==> src/fsp_pkg.sv <==
// Shared types and constants for the fixed-slot free-list pool.
// Used by every module of the block except fsp_ram; depends on nothing.
package fsp_pkg;

    // Fixed field widths of the ports
    localparam int unsigned OP_W       = 2;
    localparam int unsigned OFF_W      = 22;
    localparam int unsigned STAT_W     = 2;
    localparam int unsigned IDX_W      = 10;
    localparam int unsigned CNT_W      = 11;
    localparam int unsigned SLOTS_W    = 11;
    localparam int unsigned STRIDE_W   = 13;
    localparam int unsigned CFG_IDX_W  = 1;
    localparam int unsigned CFG_DATA_W = 13;

    // Register reset values and stride floor
    localparam logic [SLOTS_W-1:0]  POOL_SLOTS_RST  = 11'd1024;
    localparam logic [STRIDE_W-1:0] SLOT_STRIDE_RST = 13'd8;
    localparam int unsigned         STRIDE_MIN      = 4;

    // Configuration register indexes
    localparam logic [CFG_IDX_W-1:0] CFG_POOL_SLOTS  = 1'b0;
    localparam logic [CFG_IDX_W-1:0] CFG_SLOT_STRIDE = 1'b1;

    // Operation codes; code 3 does nothing
    localparam logic [OP_W-1:0] OP_TAKE    = 2'd0;
    localparam logic [OP_W-1:0] OP_RELEASE = 2'd1;
    localparam logic [OP_W-1:0] OP_REINIT  = 2'd2;

    // Result status codes
    localparam logic [STAT_W-1:0] ST_OK     = 2'd0;
    localparam logic [STAT_W-1:0] ST_EMPTY  = 2'd1;
    localparam logic [STAT_W-1:0] ST_REJECT = 2'd2;

    // Command queue between front and back
    localparam int unsigned Q_DEPTH = 2;

    // Classified command: op code plus the release quotient
    typedef struct packed {
        logic [OP_W-1:0]  op;
        logic [OFF_W-1:0] quo;
    } t_cmd;

    typedef struct packed {
        logic full;
        logic empty;
    } t_q_flags;

endpackage

==> src/fsp_front.sv <==
// Front end of the pool: accepts commands and divides release offsets by the stride.
// Depends on fsp_pkg; feeds fsp_queue.
module fsp_front #(
    parameter int unsigned MAX_STRIDE = 4096
) (
    input  logic                               i_clk,
    input  logic                               i_rst_n,
    input  logic                               i_start,
    input  logic                               i_hold,
    input  logic [fsp_pkg::OP_W-1:0]           i_operation,
    input  logic [fsp_pkg::OFF_W-1:0]          i_byte_offset,
    input  logic [$clog2(MAX_STRIDE+1)-1:0]    i_stride,
    input  fsp_pkg::t_q_flags                  i_qflags,
    output logic                               o_busy,
    output logic                               o_push,
    output fsp_pkg::t_cmd                      o_cmd
);

    localparam int unsigned DW   = $clog2(MAX_STRIDE + 1);
    localparam int unsigned CNTW = $clog2(fsp_pkg::OFF_W);

    typedef enum logic [2:0] {
        FE_IDLE = 3'b001,
        FE_DIV  = 3'b010,
        FE_PUSH = 3'b100
    } t_fe_state;

    t_fe_state                 r_state, n_state;
    logic [DW-1:0]             r_rem, n_rem;
    logic [fsp_pkg::OFF_W-1:0] r_quo, n_quo;
    logic [CNTW-1:0]           r_cnt, n_cnt;

    logic          w_accept;
    logic [DW:0]   w_trial;
    logic          w_ge;

    assign o_busy   = (r_state != FE_IDLE) || i_qflags.full || i_hold;
    assign w_accept = i_start && !o_busy;

    // One restoring-division step per cycle
    assign w_trial = {r_rem, r_quo[fsp_pkg::OFF_W-1]};
    assign w_ge    = (w_trial >= {1'b0, i_stride});

    always_comb begin
        n_state = r_state;
        n_rem   = r_rem;
        n_quo   = r_quo;
        n_cnt   = r_cnt;
        o_push  = 1'b0;
        o_cmd   = '{op: i_operation, quo: i_byte_offset};
        unique case (r_state)
            FE_IDLE: begin
                if (w_accept) begin
                    if (i_operation == fsp_pkg::OP_RELEASE) begin
                        n_rem   = '0;
                        n_quo   = i_byte_offset;
                        n_cnt   = CNTW'(fsp_pkg::OFF_W - 1);
                        n_state = FE_DIV;
                    end else begin
                        o_push = 1'b1;
                    end
                end
            end
            FE_DIV: begin
                n_rem = w_ge ? DW'(w_trial - {1'b0, i_stride}) : DW'(w_trial);
                n_quo = {r_quo[fsp_pkg::OFF_W-2:0], w_ge};
                n_cnt = r_cnt - 1'b1;
                if (r_cnt == '0) begin
                    n_state = FE_PUSH;
                end
            end
            FE_PUSH: begin
                o_cmd = '{op: fsp_pkg::OP_RELEASE, quo: r_quo};
                if (!i_qflags.full) begin
                    o_push  = 1'b1;
                    n_state = FE_IDLE;
                end
            end
            default: n_state = FE_IDLE;
        endcase
    end

    always_ff @(posedge i_clk) begin
        if (!i_rst_n) begin
            r_state <= FE_IDLE;
        end else begin
            r_state <= n_state;
        end
        r_rem <= n_rem;
        r_quo <= n_quo;
        r_cnt <= n_cnt;
    end

endmodule

==> config.mk <==
export PLATFORM = sky130hd
export DESIGN_NAME = fsp_front
export DESIGN_NICKNAME = d
export VERILOG_FILES = /design/src/fsp_pkg.sv /design/src/fsp_front.sv
export SDC_FILE = /design/constraint.sdc
export NUM_CORES = 1
export LEC_CHECK = 0
export BUFFER_PORTS_ARGS = -buffer_cell sky130_fd_sc_hd__buf_2
export CAP_MARGIN = 15
export CORE_MARGIN = 1.5
export CORE_UTILIZATION = 45
export CTS_CLUSTER_DIAMETER = 80
export DETAILED_ROUTE_END_ITERATION = 10
export GPL_TIMING_DRIVEN = 0
export PLACE_DENSITY = 0.71
export SYNTH_ARGS = -nofsm -noshare
export SYNTH_HDL_FRONTEND = slang
export SYNTH_SLANG_ARGS = --single-unit
==> constraint.sdc <==
create_clock -name i_clk -period 3.35 [get_ports i_clk]
set_input_delay 0.1675 -clock i_clk [delete_from_list [all_inputs] [get_ports i_clk]]
set_output_delay 0.1675 -clock i_clk [all_outputs]
set_load 0.05 [all_outputs]
# Word-level counts from Yosys, hierarchy flattened
# Index checks and enable logic that the tools add are counted.
[word_totals] register_bits=43 elab_cells=44 latch_bits=0 input_bits=43 n_memories=0 output_inout_bits=26 mem_bits_ro=0 ramBits=0
[op_classes] n_shift=0 muxes=20 multipliers=0 add_sub_neg=2 bitwise_logic=0 eq_ne=9 magnitude_cmp=1 reduce_logical=8 n_div=0
[ops] cell="$mux 22" n=2
[ops] cell="$pmux 22 s2" n=1
[ops] cell="$mux 13" n=3
[ops] cell="$pmux 13 s2" n=1
[ops] cell="$mux 24" n=1
[ops] cell="$ge 14x13->1" n=1
[ops] cell="$sub 13x13->13" n=1
[ops] cell="$mux 3" n=4
[ops] cell="$mux 5" n=2
[ops] cell="$pmux 5 s2" n=1
[ops] cell="$pmux 3 s3" n=1
[ops] cell="$ne 2x2->1 const B" n=4
[ops] cell="$logic_not 5->1" n=1
[ops] cell="$sub 5x1->5 const B" n=1
[ops] cell="$reduce_and 4->1" n=1
[ops] cell="$eq 3x1->1 const B" n=1
[ops] cell="$eq 3x2->1 const B" n=1
[ops] cell="$eq 3x3->1 const B" n=1
[ops] cell="$mux 1" n=3
[ops] cell="$ne 3x1->1 const B" n=1
[ops] cell="$reduce_and 3->1" n=1
[ops] cell="$eq 2x1->1 const B" n=1
[ops] cell="$logic_or 1x1->1" n=2
[ops] cell="$pmux 1 s2" n=1
[ops] cell="3 further kinds" n=3

# Depth between registers and ports, before layout
[logic_depth] depth_word=7 ltp_mapped=10 depth_no_buf=9

# Worst setup path after synthesis
# OpenSTA, ideal clock, no wires.
[synth_timing] path_type="register to register" start="register r_state[1]" end="register r_cnt[0], enable pin" path_slack_ns=0.157 t_arrival_ns=2.742 synth_period_minus_slack_ns=3.193 path_stages_with_launch=5 path_buffers=0 required_ns=2.899 path_cell_list="dfxtp_1 nor2_1 nand4_1 nand2b_1 a21oi_1"
[synth_between] elab_chain_cells=7 elab_cells_between_ends=11
[synth_rtl] element="start: declaration" line_no="fsp_front.sv:28" source="t_fe_state r_state, n_state;"
[synth_rtl] element="start signal: assignment" line_no="fsp_front.sv:87" source="r_state <= n_state;"
[synth_rtl] element="$ne 3x1->1" line_no="fsp_front.sv:37" source="assign o_busy = (r_state != FE_IDLE) || i_qflags.full || i_hold;"
[synth_rtl] element="$logic_or 1x1->1 (2 in series)" line_no="fsp_front.sv:37"
[synth_rtl] element="$logic_not 1->1" line_no="fsp_front.sv:38" source="assign w_accept = i_start && !o_busy;"
[synth_rtl] element="$logic_and 1x1->1" line_no="fsp_front.sv:38"
[synth_rtl] element="$ne 2x2->1 (no line)"
[synth_rtl] element="$reduce_and 3->1 (no line) *"
[synth_rtl] element="end signal: assignment" line_no="fsp_front.sv:91" source="r_cnt <= n_cnt;"
[synth_rtl] element="end: declaration" line_no="fsp_front.sv:31" source="logic [CNTW-1:0] r_cnt, n_cnt;"
# Every way passes the cells marked *; elsewhere a longest branch is shown, timed or not.
# A chain may end at the register's enable or synchronous reset.

# Worst setup path in the final report
[layout_timing] start="register r_quo[21] in the netlist's numbering" end="register r_rem[1], data pin"
[layout_between] elab_chain_cells=3 elab_cells_between_ends=4
[layout_rtl] element="start: declaration" line_no="fsp_front.sv:30" source="logic [fsp_pkg::OFF_W-1:0] r_quo, n_quo;"
[layout_rtl] element="start signal: assignment" line_no="fsp_front.sv:90" source="r_quo <= n_quo;"
[layout_rtl] element="$sub 13x13->13 / $ge 14x13->1 (equally long branches)" line_no="fsp_front.sv:65, fsp_front.sv:42"
[layout_rtl] element="$mux 13 *" line_no="fsp_front.sv:65" source="n_rem = w_ge ? DW'(w_trial - {1'b0, i_stride}) : DW'(w_trial);"
[layout_rtl] element="$pmux 13 s2 *" line_no="fsp_front.sv:51" source="unique case (r_state)"
[layout_rtl] element="end signal: assignment" line_no="fsp_front.sv:89" source="r_rem <= n_rem;"
[layout_rtl] element="end: declaration" line_no="fsp_front.sv:29" source="logic [DW-1:0] r_rem, n_rem;"
# Marked as above.

==> implementation parameters <==
Parameter                              Value

Run status
  Outcome    finished with violations
  Violated checks    design-rule violations

Clock network
  Latest clock arrival within the worst-skew pair    310 ps
  H-tree depth reported by CTS    2
  Number of buffers on the longest clock path    2
  Clk pin slew, worst setup/hold paths    100 ps
  CTS resizes    0
  Total of hold buffers inserted after clock tree synthesis    0
  TritonCTS clock tree    built
  Clock tree sinks    43
  Setup repair bufs after CTS    0
  CTS Root Buffer Type    clkbuf_8
  Number of buffers created by CTS    5

Logic synthesis
  Number of different library cells in the post-synthesis netlist    55
  Mean area per synthesized cell    9.46 um^2
  Syn_nets    379
  Yosys reg bits    43
  Share of flip-flops with an asynchronous set or reset    0%
  Post-synthesis instance area    0.00303 mm^2
  Yosys synthesis warning count    0
  Mapped Cells    320
  Top cells by area, synth    edfxtp_1 40%, nand2_1 9.4%, mux2_2 8.2%
  Most used standard cell by instance count after synthesis    nand2_1
  Top FF cell, synth    edfxtp_1
  Sequential area share after synthesis    41.7%
  Cell taking the most area after synthesis    edfxtp_1
  Share of the synthesized area in the top cell type    39.7%
  Post-synth EDFFs    40
  Most common library cells after synthesis    76 x nand2_1, 40 x edfxtp_1, 22 x mux2_2

Floorplan
  Area of the die    0.00723 mm^2
  Chip height    85.0 um
  Area of the core    0.00642 mm^2
  Number of rows created at floorplan    29
  Horizontal die dimension    85.0 um
  IO Pins    69
  Starting density of the core    47.1%

Timing
  Fmax achieved    0.402 GHz
  Crit path time final    2480 ps
  Setup repair after global routing missed its margin    false
  Fraction of the cycle the final worst path needs    74.2%
  Final Hold Violating Endpoints    0
  Count of endpoints failing setup in the final report    0
  Final-layout setup total negative slack    0 ps
  Worst slew slack as a fraction of its limit    56.5%
  Slew at the pin closest to its max-slew limit    651 ps
  Count of pins over their slew limit    0
  Fin Clk Skew    8.17 ps

Critical path
  Maximum net fanout on the critical path    10
  Endpoint arrival time on the critical path    2630 ps
  CP peak stage delay    460 ps
  Category of the critical setup timing path    register to register
  Sort of element at the start of the critical path    register
  List of cells traversed by the critical path    inv_1, ha_1, fa_1, nor2b_4, o31ai_4, a21oi_2, o21ai_2, nand2_2, a211oi_1
  Slowest stage cell, crit path    o21ai_2
  Setup crit end kind    register
  Dominant delay contributor by cell family on the critical path    compound AO/OA/AOI/OAI gates
  Buf/Inv on CP    1
  Required time reported for the critical path endpoint    3490 ps

Final layout
  Util after Layout    55.8%
  Post-layout nets    454
  Total non-filler cell area in the finished layout    0.00358 mm^2
  Antenna diodes    0
  Share of cells above drive strength 1    30.8%
  Synth-to-layout area growth    18.3%
  Post-route insts no fill    473
  Number of fill cells    572

Global route
  Maximum number of pins on one net before global-route repair    28
  Total global routing track utilization    19.8%
  Vias in the first global route    2,505
  Initial antenna violation count    0
  Remaining global-route overflow    0
  Wire length of the first global-routing pass    11.4 mm

Drt
  Via-to-Cell Ratio    5.44
  Violation count after the first detailed-routing iteration    123
  Drc violations    1
  DRT Pass-1 Iters    7
  Post-route met1 wirelength    3.15 mm
  Routed via count    2,575
  Total Wirelength    6.82 mm
  Met3 Wirelength    271 um
  Antenna viol nets, final    0
  Post-DR wirelength/cell    14.4 um
  Highest Signal Layer    met4
  Metal2 WL    3.32 mm

Power
  Worst vdd ir    0.000225 V
  Final Total Pwr    0.00119 W
  Total power divided by cell area    331 mW/mm^2
  Leakage power total    1.51 nW

Place
  Cell Area, Placed    0.00349 mm^2
  DPL Wire Length    5.08 mm
  Gpl congestion    0.798
  Placed cell count    465
  Input/output buffers    67

Min path
  Worst hold path type    input port to register

Job
  Number of max-cap violations    0
-- where the power goes --
part | switching, W | leakage [nW] | internal (W) | total, W
Sequential | 0.00000318 | 0.378 | 0.000588 | 0.000592
Clock | 0.000210 | 0.0408 | 0.000150 | 0.000359
Combinational | 0.000148 | 1.10 | 0.0000884 | 0.000236
Total | 0.000361 | 1.51 | 0.000826 | 0.00119
-- cell type report --
type	count	area (um^2)	area share [%]
buffer	10	62.6	1.75
timing repair buffer	68	355	9.92
clock buffer	5	68.8	1.92
multi-input combinational	246	1640	45.7
tap	77	96.3	2.69
clock inverter	3	23.8	0.663
inverter	21	78.8	2.20
sequential	43	1260	35.2
-- flip-flops by register name, indices dropped and copies added (netlist names) --
| name | cells |
|---|---|
| r_state | 3 |
| r_quo | 22 |
| r_rem | 13 |
| r_cnt | 5 |
-- stage by stage --
step	hold WS, ps	setup WS [ps]
2_1_floorplan	229	157
3_3_place_gp	356	-867
3_5_place_dp	358	951
4_1_cts	36.2	873
5_1_grt	59.6	665
6_report	40.2	865
-- placed cells by master, fill, tap and decap left out, drive strengths merged, types with 5 or more instances in the layout --
master,synthesis,final
nand2,77,77
buf,5,73
edfxtp,40,40
mux2,22,22
inv,21,22
a21oi,20,20
o21ai,16,16
ha,15,15
nor2,12,12
nand3,11,11
clkbuf,5,10
o211ai,6,6
nor3,6,6
nor2b,5,5
-- metal layers --
layer	track usage, %	vias to the layer above
li1	-	1303
met1	25.4	1206
met2	34.2	59
met3	2.92	7
met4	6.56	0
met5	0	-
-- logic make-up (layout without fill, tap and decap cells) --
kind of cell / after synthesis / count (layout) / synth area share (%)
compound gates: 69 / 69 / 15.7
xor+xnor: 6 / 6 / 1.74
fa+ha+maj: 16 / 16 / 6.86
buf+inv: 31 / 107 / 4.67
flops: 43 / 43 / 41.7
mux: 23 / 23 / 8.51
simple gates: 132 / 132 / 20.9
-- worst register-to-register path: cells and delay by family (launching register included) --
family	cells	cell delay, ps
buffers and inverters	1	80
flip-flops	1	440
AND/OR/NAND/NOR	2	250
adder cells (fa/ha/maj)	2	430
AO/OA/AOI/OAI	4	1100
-- path summary, 6_finish.rpt --
check	cells after the start	endpoint	slack, ps	start
hold / removal	2	r_state[0]	40	i_rst_n
hold reg to reg	2	r_quo[21]	540	r_quo[20]
setup reg to reg	9	r_rem[1]	870	r_quo[21]
setup / recovery	9	r_rem[1]	870	r_quo[21]
Power figures use the tool's default switching activity.
