`src/fsp_pkg.sv`:
```
// Shared types and constants for the fixed-slot free-list pool.
// Used by every module of the block except fsp_ram; depends on nothing.
package fsp_pkg;

    // Fixed field widths of the ports
    localparam int unsigned OP_W       = 2;
    localparam int unsigned OFF_W      = 22;
    localparam int unsigned STAT_W     = 2;
    localparam int unsigned IDX_W      = 10;
    localparam int unsigned CNT_W      = 11;
    localparam int unsigned SLOTS_W    = 11;
    localparam int unsigned STRIDE_W   = 13;
    localparam int unsigned CFG_IDX_W  = 1;
    localparam int unsigned CFG_DATA_W = 13;

    // Register reset values and stride floor
    localparam logic [SLOTS_W-1:0]  POOL_SLOTS_RST  = 11'd1024;
    localparam logic [STRIDE_W-1:0] SLOT_STRIDE_RST = 13'd8;
    localparam int unsigned         STRIDE_MIN      = 4;

    // Configuration register indexes
    localparam logic [CFG_IDX_W-1:0] CFG_POOL_SLOTS  = 1'b0;
    localparam logic [CFG_IDX_W-1:0] CFG_SLOT_STRIDE = 1'b1;

    // Operation codes; code 3 does nothing
    localparam logic [OP_W-1:0] OP_TAKE    = 2'd0;
    localparam logic [OP_W-1:0] OP_RELEASE = 2'd1;
    localparam logic [OP_W-1:0] OP_REINIT  = 2'd2;

    // Result status codes
    localparam logic [STAT_W-1:0] ST_OK     = 2'd0;
    localparam logic [STAT_W-1:0] ST_EMPTY  = 2'd1;
    localparam logic [STAT_W-1:0] ST_REJECT = 2'd2;

    // Command queue between front and back
    localparam int unsigned Q_DEPTH = 2;

    // Classified command: op code plus the release quotient
    typedef struct packed {
        logic [OP_W-1:0]  op;
        logic [OFF_W-1:0] quo;
    } t_cmd;

    typedef struct packed {
        logic full;
        logic empty;
    } t_q_flags;

endpackage

```
`src/fsp_queue.sv`:
```
// Short command FIFO between the front and back ends of the pool.
// Depends on fsp_pkg.
module fsp_queue (
    input  logic              i_clk,
    input  logic              i_rst_n,
    input  logic              i_push,
    input  fsp_pkg::t_cmd     i_cmd,
    input  logic              i_pop,
    output fsp_pkg::t_cmd     o_cmd,
    output fsp_pkg::t_q_flags o_flags
);

    localparam int unsigned AW = $clog2(fsp_pkg::Q_DEPTH);
    localparam int unsigned CW = $clog2(fsp_pkg::Q_DEPTH + 1);

    fsp_pkg::t_cmd r_mem [fsp_pkg::Q_DEPTH];
    logic [AW-1:0] r_wp, r_rp;
    logic [CW-1:0] r_cnt;

    assign o_cmd         = r_mem[r_rp];
    assign o_flags.full  = (r_cnt == CW'(fsp_pkg::Q_DEPTH));
    assign o_flags.empty = (r_cnt == '0);

    always_ff @(posedge i_clk) begin
        if (!i_rst_n) begin
            r_wp  <= '0;
            r_rp  <= '0;
            r_cnt <= '0;
        end else begin
            if (i_push) begin
                r_wp <= (r_wp == AW'(fsp_pkg::Q_DEPTH - 1)) ? '0 : r_wp + 1'b1;
            end
            if (i_pop) begin
                r_rp <= (r_rp == AW'(fsp_pkg::Q_DEPTH - 1)) ? '0 : r_rp + 1'b1;
            end
            if (i_push && !i_pop) begin
                r_cnt <= r_cnt + 1'b1;
            end else if (i_pop && !i_push) begin
                r_cnt <= r_cnt - 1'b1;
            end
        end
        if (i_push) begin
            r_mem[r_wp] <= i_cmd;
        end
    end

endmodule

```
`config.mk`:
```
export PLATFORM = sky130hd
export DESIGN_NAME = fsp_queue
export DESIGN_NICKNAME = d
export VERILOG_FILES = /design/src/fsp_pkg.sv /design/src/fsp_queue.sv
export SDC_FILE = /design/constraint.sdc
export NUM_CORES = 1
export LEC_CHECK = 0
export BUFFER_PORTS_ARGS = -buffer_cell sky130_fd_sc_hd__buf_2
export CORE_MARGIN = 8
export CORE_UTILIZATION = 35
export DETAILED_ROUTE_END_ITERATION = 8
export GPL_TIMING_DRIVEN = 0
export PLACE_DENSITY = 0.6
export SYNTH_ARGS = -nofsm -noshare
export SYNTH_HDL_FRONTEND = slang
export SYNTH_SLANG_ARGS = --single-unit
```
`constraint.sdc`:
```
create_clock -name i_clk -period 3.7 [get_ports i_clk]
set_input_delay 1.11 -clock i_clk [delete_from_list [all_inputs] [get_ports i_clk]]
set_output_delay 1.11 -clock i_clk [all_outputs]
set_load 0.02 [all_outputs]
```
# Word-level counts from Yosys, hierarchy flattened
# Memory sizes are Yosys's and may differ from the RTL's. A register that Yosys moved wholly into a read port is not among the register bits.
# Index checks and enable logic that the tools add are counted.
# word_totals
reg_bits,4
latch_bits,0
ramBits,48
romBits,0
in_bits,28
elab_cells,23
n_memories,1
# classes
add_sub_neg,4
n_mul,0
n_div,0
magnitude_cmp,0
eq_ne,1
shifts,0
muxes,8
bitwise,0
n_reduce_logical,6
# mem_list
name,words,word_bits,read_ports,rd_clocked_by_memory_dff,wr,line_no,source
r_mem,2,24,1,1,1,fsp_queue.sv:16,fsp_pkg::t_cmd r_mem [fsp_pkg::Q_DEPTH];
# ops
op,n
1-bit two-way mux,6
2-bit two-way mux,2
1-bit adder (second input constant),2
2-bit by 1-bit adder with 2-bit output (second input constant),1
2-bit == test (second input constant),1
1-bit logical AND,2
1-bit zero test,2
2-bit zero test,1
2-bit nonzero test,1
2-bit by 1-bit subtractor with 2-bit output (second input constant),1

# Logic depth before layout (Yosys ltp)
# Gate-level depths: netlist of run 1.
# logic_depth
depth_word,4
mapped_depth,5
mapped_depth_nobuf,5

# Worst setup path before layout of run 1
# Ideal clock, no wire load.
# synth_timing
path_type,input -> register
startpoint,in i_push
endpoint,"mem r_mem[0][0] in the netlist's numbering, enable pin"
arrival_ps,2247
required_ps,3291
path_slack_ps,1044
stages,1
path_buffers,0
path_cell_list,nor2b_1
# synth_between
elab_chain_cells,2
# synth_rtl
element,line_no,source
start: declaration,fsp_queue.sv:6,"input logic i_push,"
1-bit two-way mux,fsp_queue.sv:42,if (i_push) begin
1-bit two-way mux (not written as such),fsp_queue.sv:43,r_mem[r_wp] <= i_cmd;
end: declaration,fsp_queue.sv:16,
# Every way passes these cells.

==> summary.md, run 1 <==
| Metric | Value |
|---|---|
| Number of global-route vias before repair | `around 1200` |
| Synth Area in Compound Gates | `1.03%` |
| CTS root buf | `clkbuf_8` |
| Number of DRC markers in iteration 0 | `41` |
| CP endpoint kind | `output port` |
| Largest net degree at the start of global routing | `25` |
| Sink Count | `53` |
| Core area | `about 5400 sq um` |
| Unrepaired setup endpoints after global routing | `false` |
| Min-Delay Path Class | `reg -> reg` |
| Worst Setup Slack, final | `about 1100 ps` |
| Crit-path leading delay family | `buffers and inverters` |
| Synth cell types | `17` |
| Hold Fails Final Rpt | `0` |
| Crit path DAT | `~1500 ps` |
| Share of post-route cells with drive strength above 1 | `between 50% and 60%` |
| All-Layer GR Usage | `8.98%` |
| TritonCTS clock tree | `done` |
| Area leader, netlist | `edfxtp_1` |
| Slew @ Worst Pin | `1140 ps` |
| FF+latch count, synth | `53` |
| Post-route ant nets | `0` |
| Synth Area in XOR/XNOR | `roughly 1.3%` |
| Post-layout net count | `about 190` |
| Max Fclk | `roughly 380 MHz` |
| Starting density of the core | `a little over a third` |
| Syn nets | `126` |
| Routed wire length | `~3.6 mm` |
| Setup-failing EPs final | `0` |
| Slowest cell delay on critical path | `~350 ps` |
| Total grt overflow | `0` |
| Antenna diodes | `0` |
| Post-Place Worst Slack | `~1100 ps` |
| Post-synthesis cell count | `between 90 and 100` |
| Yosys synthesis warning count | `0` |
| Req. time, crit path | `2590 ps` |
| Vias per std cell | `about 4.4` |
| Largest family of logic cells by synthesized area | `multiplexers` |
| Bufs and invs on worst path | `3` |
| Initial antenna violation count | `0` |
| Post-synthesis mux area share | `around 14%` |
| Worst Path Max Fanout | `10` |
| Die H | `around 91 um` |
| Final max-slew violation count | `0` |
| Via count | `1010` |
| Seq/Total Area, Yosys | `79.0%` |
| Min Tclk post-route | `2620 ps` |
| H-tree depth | `2` |
| GP Congestion | `between 0.6 and 0.7` |
| Hold-fix buffer count after cts | `0` |
| Slowest stage cell, crit path | `mux2_2` |
| TNS Setup | `0 ps` |
| Io pins | `54` |
| DP HPWL | `between 2 and 3 mm` |
| DR WL/cell | `about 16 um` |
| DRC Markers | `0` |
| Setup bufs post-CTS | `0` |
| Layout Skew | `~8 ps` |
| Static Leak | `between 0.9 and 1 nW` |
| Worst slew margin | `approximately 24%` |
| Peak VDD IR | `~0.24 mV` |
| Yosys top cell area share | `approximately 74%` |
| Status | `finished clean` |
| Global-route wire length before repair | `5.72 mm` |
| Mapped Area | `about 2000 sq um` |
| Commonest non-fill, non-tap cell in the layout | `buf_2` |
| Crit Path Category | `reg -> out` |
| Total power | `0.00118 W` |
| Reg clk slew, reported paths | `around 90 ps` |
| Die W | `around 90 um` |
| Most frequent cells in the layout | `buf_2, edfxtp_1, mux2_2` |
| CP Launch Type | `flip-flop` |
| Clock latency on the worst-skew pair | `approximately 300 ps` |
| Max_cap viols | `0` |
| Port bufs | `53` |
| Area added between synthesis and finish | `24.2%` |
| Pwr per Cell Area | `around 490 nW/um^2` |
| Row count | `27` |
| Synth Area in Simple Gates | `~2.9%` |
| CTS Buffer Depth | `2` |
| Router iterations before antenna repair | `4` |
| Die area | `slightly above 8000 sq um` |
| CTS Buf Count | `5` |
| Critical path, cell by cell | `buf_2, buf_4, mux2_2, buf_2` |
| Part of the cycle the worst path needs | `70.8%` |
| Post-CTS resize count | `0` |
| Top cells by area, synth | `edfxtp_1, mux2_2, dfxtp_1` |
| FILL cells | `505` |
| Synth Area in Adders | `less than 1%` |
| Most frequent CP cell | `buf_2` |
| Mean area per synthesized cell | `approximately 20 sq um` |
sequential cells by signal, summed over array words and instances, names as in the netlist, named ones only:
register,flops
r_cnt,2
r_rp,1
r_mem,48
r_wp,1
layer usage:
metal | part of all wire [%] | GRT usage [%] | vias up
met4 | 1.1 | 2.91 | 0
met2 | 52 | 16.1 | 30
met5 | 0 | 0 | -
li1 | - | - | 488
met3 | 7.2 | 3.82 | 6
met1 | 40 | 9.14 | 486
kinds of logic after synthesis:
| logic type | count (synthesis) |
|---|---|
| buf+inv | 4 |
| xor+xnor | 3 |
| compound gates | 3 |
| fa+ha+maj | 1 |
| mux | 24 |
| flops | 53 |
| simple gates | 9 |
where the power goes:
group / switching [W] / total (W) / internal, W
registers: 0.0000105 / 0.000699 / 0.000689
clock network: 0.000179 / 0.000309 / 0.000131
logic: 0.0000974 / 0.000173 / 0.0000759
total: 0.000286 / 0.00118 / 0.000896
metrics by stage:
| stage | area (sq um) | utilization, % | instances | hold WS, ps |
|---|---|---|---|---|
| after global routing | 2420 | 44.5 | 231 | 564 |
| after CTS | 2420 | 44.5 | 231 | 528 |
| final | 2420 | 44.5 | 231 | 535 |
| after global placement | 2310 | 42.4 | 222 | 477 |
| after detailed placement | 2340 | 42.9 | 223 | 511 |
| after floorplan | 1950 | - | 97 | 466 |
cells in the mapped netlist, drive strengths merged:
cell type,n
or3,1
ha,1
nor2,1
mux2,24
and2b,1
xnor2,1
nor2b,2
xor2,2
edfxtp,48
inv,1
buf,3
o21ai,1
o21a,1
dfxtp,5
and2,4
a21boi,1
path summary, 6_finish.rpt:
| kind | start | endpoint | slack, ps | cells after the start |
|---|---|---|---|---|
| worst min register to register | r_cnt[1] | r_cnt[1] | 530 | 2 |
| worst max-delay path | flip-flop | o_cmd[13] | 1080 | 4 |
| worst max register to register | r_wp | r_mem[1][20] | 2060 | 1 |
| worst min-delay path | r_cnt[1] | r_cnt[1] | 530 | 2 |
layout make-up:
type,instances,area (sq um),share of cell area [%]
Multi-Input combinational cell,40,388,16.0
Inverter,1,3.75,0.155
Clock buffer,5,68.8,2.84
Sequential cell,53,1540,63.6
Timing Repair Buffer,54,293,12.1
Buffer,3,20.0,0.826
Tap cell,72,90.1,3.72
Clock inverter,3,17.5,0.723
No activity file was read; power rests on OpenSTA's default activity.
==> run 2: changes to the inputs <==
--- a/config.mk
+++ b/config.mk
@@ -10,7 +10,7 @@
 export CORE_UTILIZATION = 35
 export DETAILED_ROUTE_END_ITERATION = 8
 export GPL_TIMING_DRIVEN = 0
-export PLACE_DENSITY = 0.6
+export PLACE_DENSITY = 0.62
 export SYNTH_ARGS = -nofsm -noshare
 export SYNTH_HDL_FRONTEND = slang
 export SYNTH_SLANG_ARGS = --single-unit
==> constraint.sdc (replaced) <==
create_clock -name i_clk -period 2.1 [get_ports i_clk]
set_input_delay 0.63 -clock i_clk [delete_from_list [all_inputs] [get_ports i_clk]]
set_output_delay 0.63 -clock i_clk [all_outputs]
set_load 0.02 [all_outputs]
==> summary.md, run 2 (synthesized netlist as in run 1, its figures left out) <==
| Metric | Value |
|---|---|
| Global-route wire length before repair | `roughly 5.5 mm` |
| Finished Layout Cells | `approximately 230` |
| Max reg flops | `48` |
| Crit path DAT | `1400 ps` |
| CP endpoint kind | `output port` |
| Hold-fix buffer count after cts | `0` |
| FILL cells | `approximately 500` |
| Worst Path Max Fanout | `7` |
| CP Launch Type | `flip-flop` |
| Placed cell areas | `between 2000 and 2500 sq um` |
| Max Fclk | `about 500 MHz` |
| Die W | `between 90 and 100 um` |
| Number of global-route vias before repair | `~1200` |
| Setup-failing EPs final | `0` |
| Post-route ant nets | `0` |
| Share of post-route cells with drive strength above 1 | `roughly three fifths` |
| Largest regs | `r_mem x48, r_cnt x2` |
| Commonest non-fill, non-tap cell in the layout | `buf_2` |
| Critical path, cell by cell | `buf_6, clkbuf_16, mux2_2, buf_2` |
| Max_cap viols | `0` |
| Sink Count | `53` |
| Post-Place Worst Slack | `-132 ps` |
| Initial antenna violation count | `0` |
| Pwr per Cell Area | `between 800 and 900 nW/um^2` |
| Die area | `~8200 sq um` |
| Layout Skew | `9.74 ps` |
| Status | `finished clean` |
| Min Tclk post-route | `between 2000 and 2500 ps` |
| Worst slew margin | `~22%` |
| CTS Buffer Depth | `2` |
| DRC Markers | `0` |
| Antenna diodes | `0` |
| WHS | `about 510 ps` |
| All-Layer GR Usage | `slightly below 9%` |
| Post-layout net count | `190` |
| Vias per std cell | `~4.5` |
| Req. time, crit path | `approximately 1500 ps` |
| Largest Register | `r_mem` |
| Clock latency on the worst-skew pair | `300 ps` |
| Largest net degree at the start of global routing | `26` |
| GP Congestion | `0.640` |
| CTS Buf Count | `5` |
| Post-Place Cells | `about 220` |
| Static Leak | `0.963 nW` |
| Min-Delay Path Class | `in -> reg` |
| Port bufs | `53` |
| Total power | `about 0.0022 W` |
| Slowest cell delay on critical path | `around 330 ps` |
| H-tree depth | `2` |
| Unrepaired setup endpoints after global routing | `false` |
| Crit Path Category | `reg -> out` |
| Hold Fails Final Rpt | `0` |
| CTS root buf | `clkbuf_8` |
| TritonCTS clock tree | `done` |
| DP HPWL | `approximately 2.5 mm` |
| Row count | `27` |
| Total grt overflow | `0` |
| Die H | `90.7 um` |
| Peak VDD IR | `0.381 mV` |
| Worst Setup Slack, final | `between 60 and 70 ps` |
| Starting density of the core | `between 30% and 40%` |
| Number of DRC markers in iteration 0 | `40` |
| Post-route cell area | `2510 sq um` |
| Via count | `about 1000` |
| Slew @ Worst Pin | `between 1000 and 1500 ps` |
| Part of the cycle the worst path needs | `96.7%` |
| Router iterations before antenna repair | `4` |
| Routed wire length | `about 3.6 mm` |
| DR WL/cell | `approximately 16 um` |
| Core area | `between 5000 and 6000 sq um` |
| Final max-slew violation count | `0` |
| Slowest stage cell, crit path | `dfxtp_2` |
| Io pins | `54` |
| Most frequent cells in the layout | `buf_2, edfxtp_1, mux2_2` |
| Area added between synthesis and finish | `28.8%` |
| Reg clk slew, reported paths | `roughly 100 ps` |
run 2: repair_timing:
item	4_1_cts	5_1_grt
buffers inserted	0	2
setup endpoints to repair	20	18
gates resized for setup	4	3
gates cloned	0	2
run 2: per-layer routing:
layer / track usage (%) / part of all wire, % / vias to the layer above
met1: 8.03 / 39 / 520
li1: - / - / 492
met2: 16.0 / 52 / 30
met5: 0 / 0 / -
met4: 3.74 / 1.6 / 0
met3: 4.24 / 7.1 / 6
run 2: cell type report:
class | count | area [sq um] | area share, %
buffer | 3 | 41.3 | 1.64
clock buffer | 6 | 72.6 | 2.89
clock inverter | 2 | 38.8 | 1.54
inverter | 1 | 3.75 | 0.149
multi-input combinational | 40 | 393 | 15.6
sequential | 53 | 1540 | 61.4
tap | 72 | 90.1 | 3.59
timing repair buffer | 57 | 330 | 13.1
run 2: where the power goes:
part	internal, W	leakage, nW	total (W)	switching, W
Clock	0.000358	0.0554	0.000671	0.000313
Combinational	0.000156	0.415	0.000332	0.000176
Sequential	0.00121	0.492	0.00123	0.0000187
Total	0.00173	0.963	0.00224	0.000508
run 2: per-stage QoR:
step | utilization (%) | setup TNS [ps]
floorplan | - | 0
global placement | 42.4 | -1760
detailed placement | 42.4 | -3170
CTS | 44.7 | 0
global route | 46.2 | 0
finish | 46.2 | 0
run 2: worst paths after layout:
check,from,to,slack (ps),depth (start not counted)
worst max-delay path,flip-flop,o_cmd[16],70,4
worst min-delay path,i_cmd[8],r_mem[1][8],510,1
worst max register to register,r_wp,r_mem[1][20],390,1
worst min register to register,r_cnt[1],r_cnt[1],530,2
run 2: critical path, delay by kind of cell, from the launching register on:
kind / cells / cell delay (ps)
mux: 1 / 320
flops: 1 / 330
buf+inv: 3 / 460
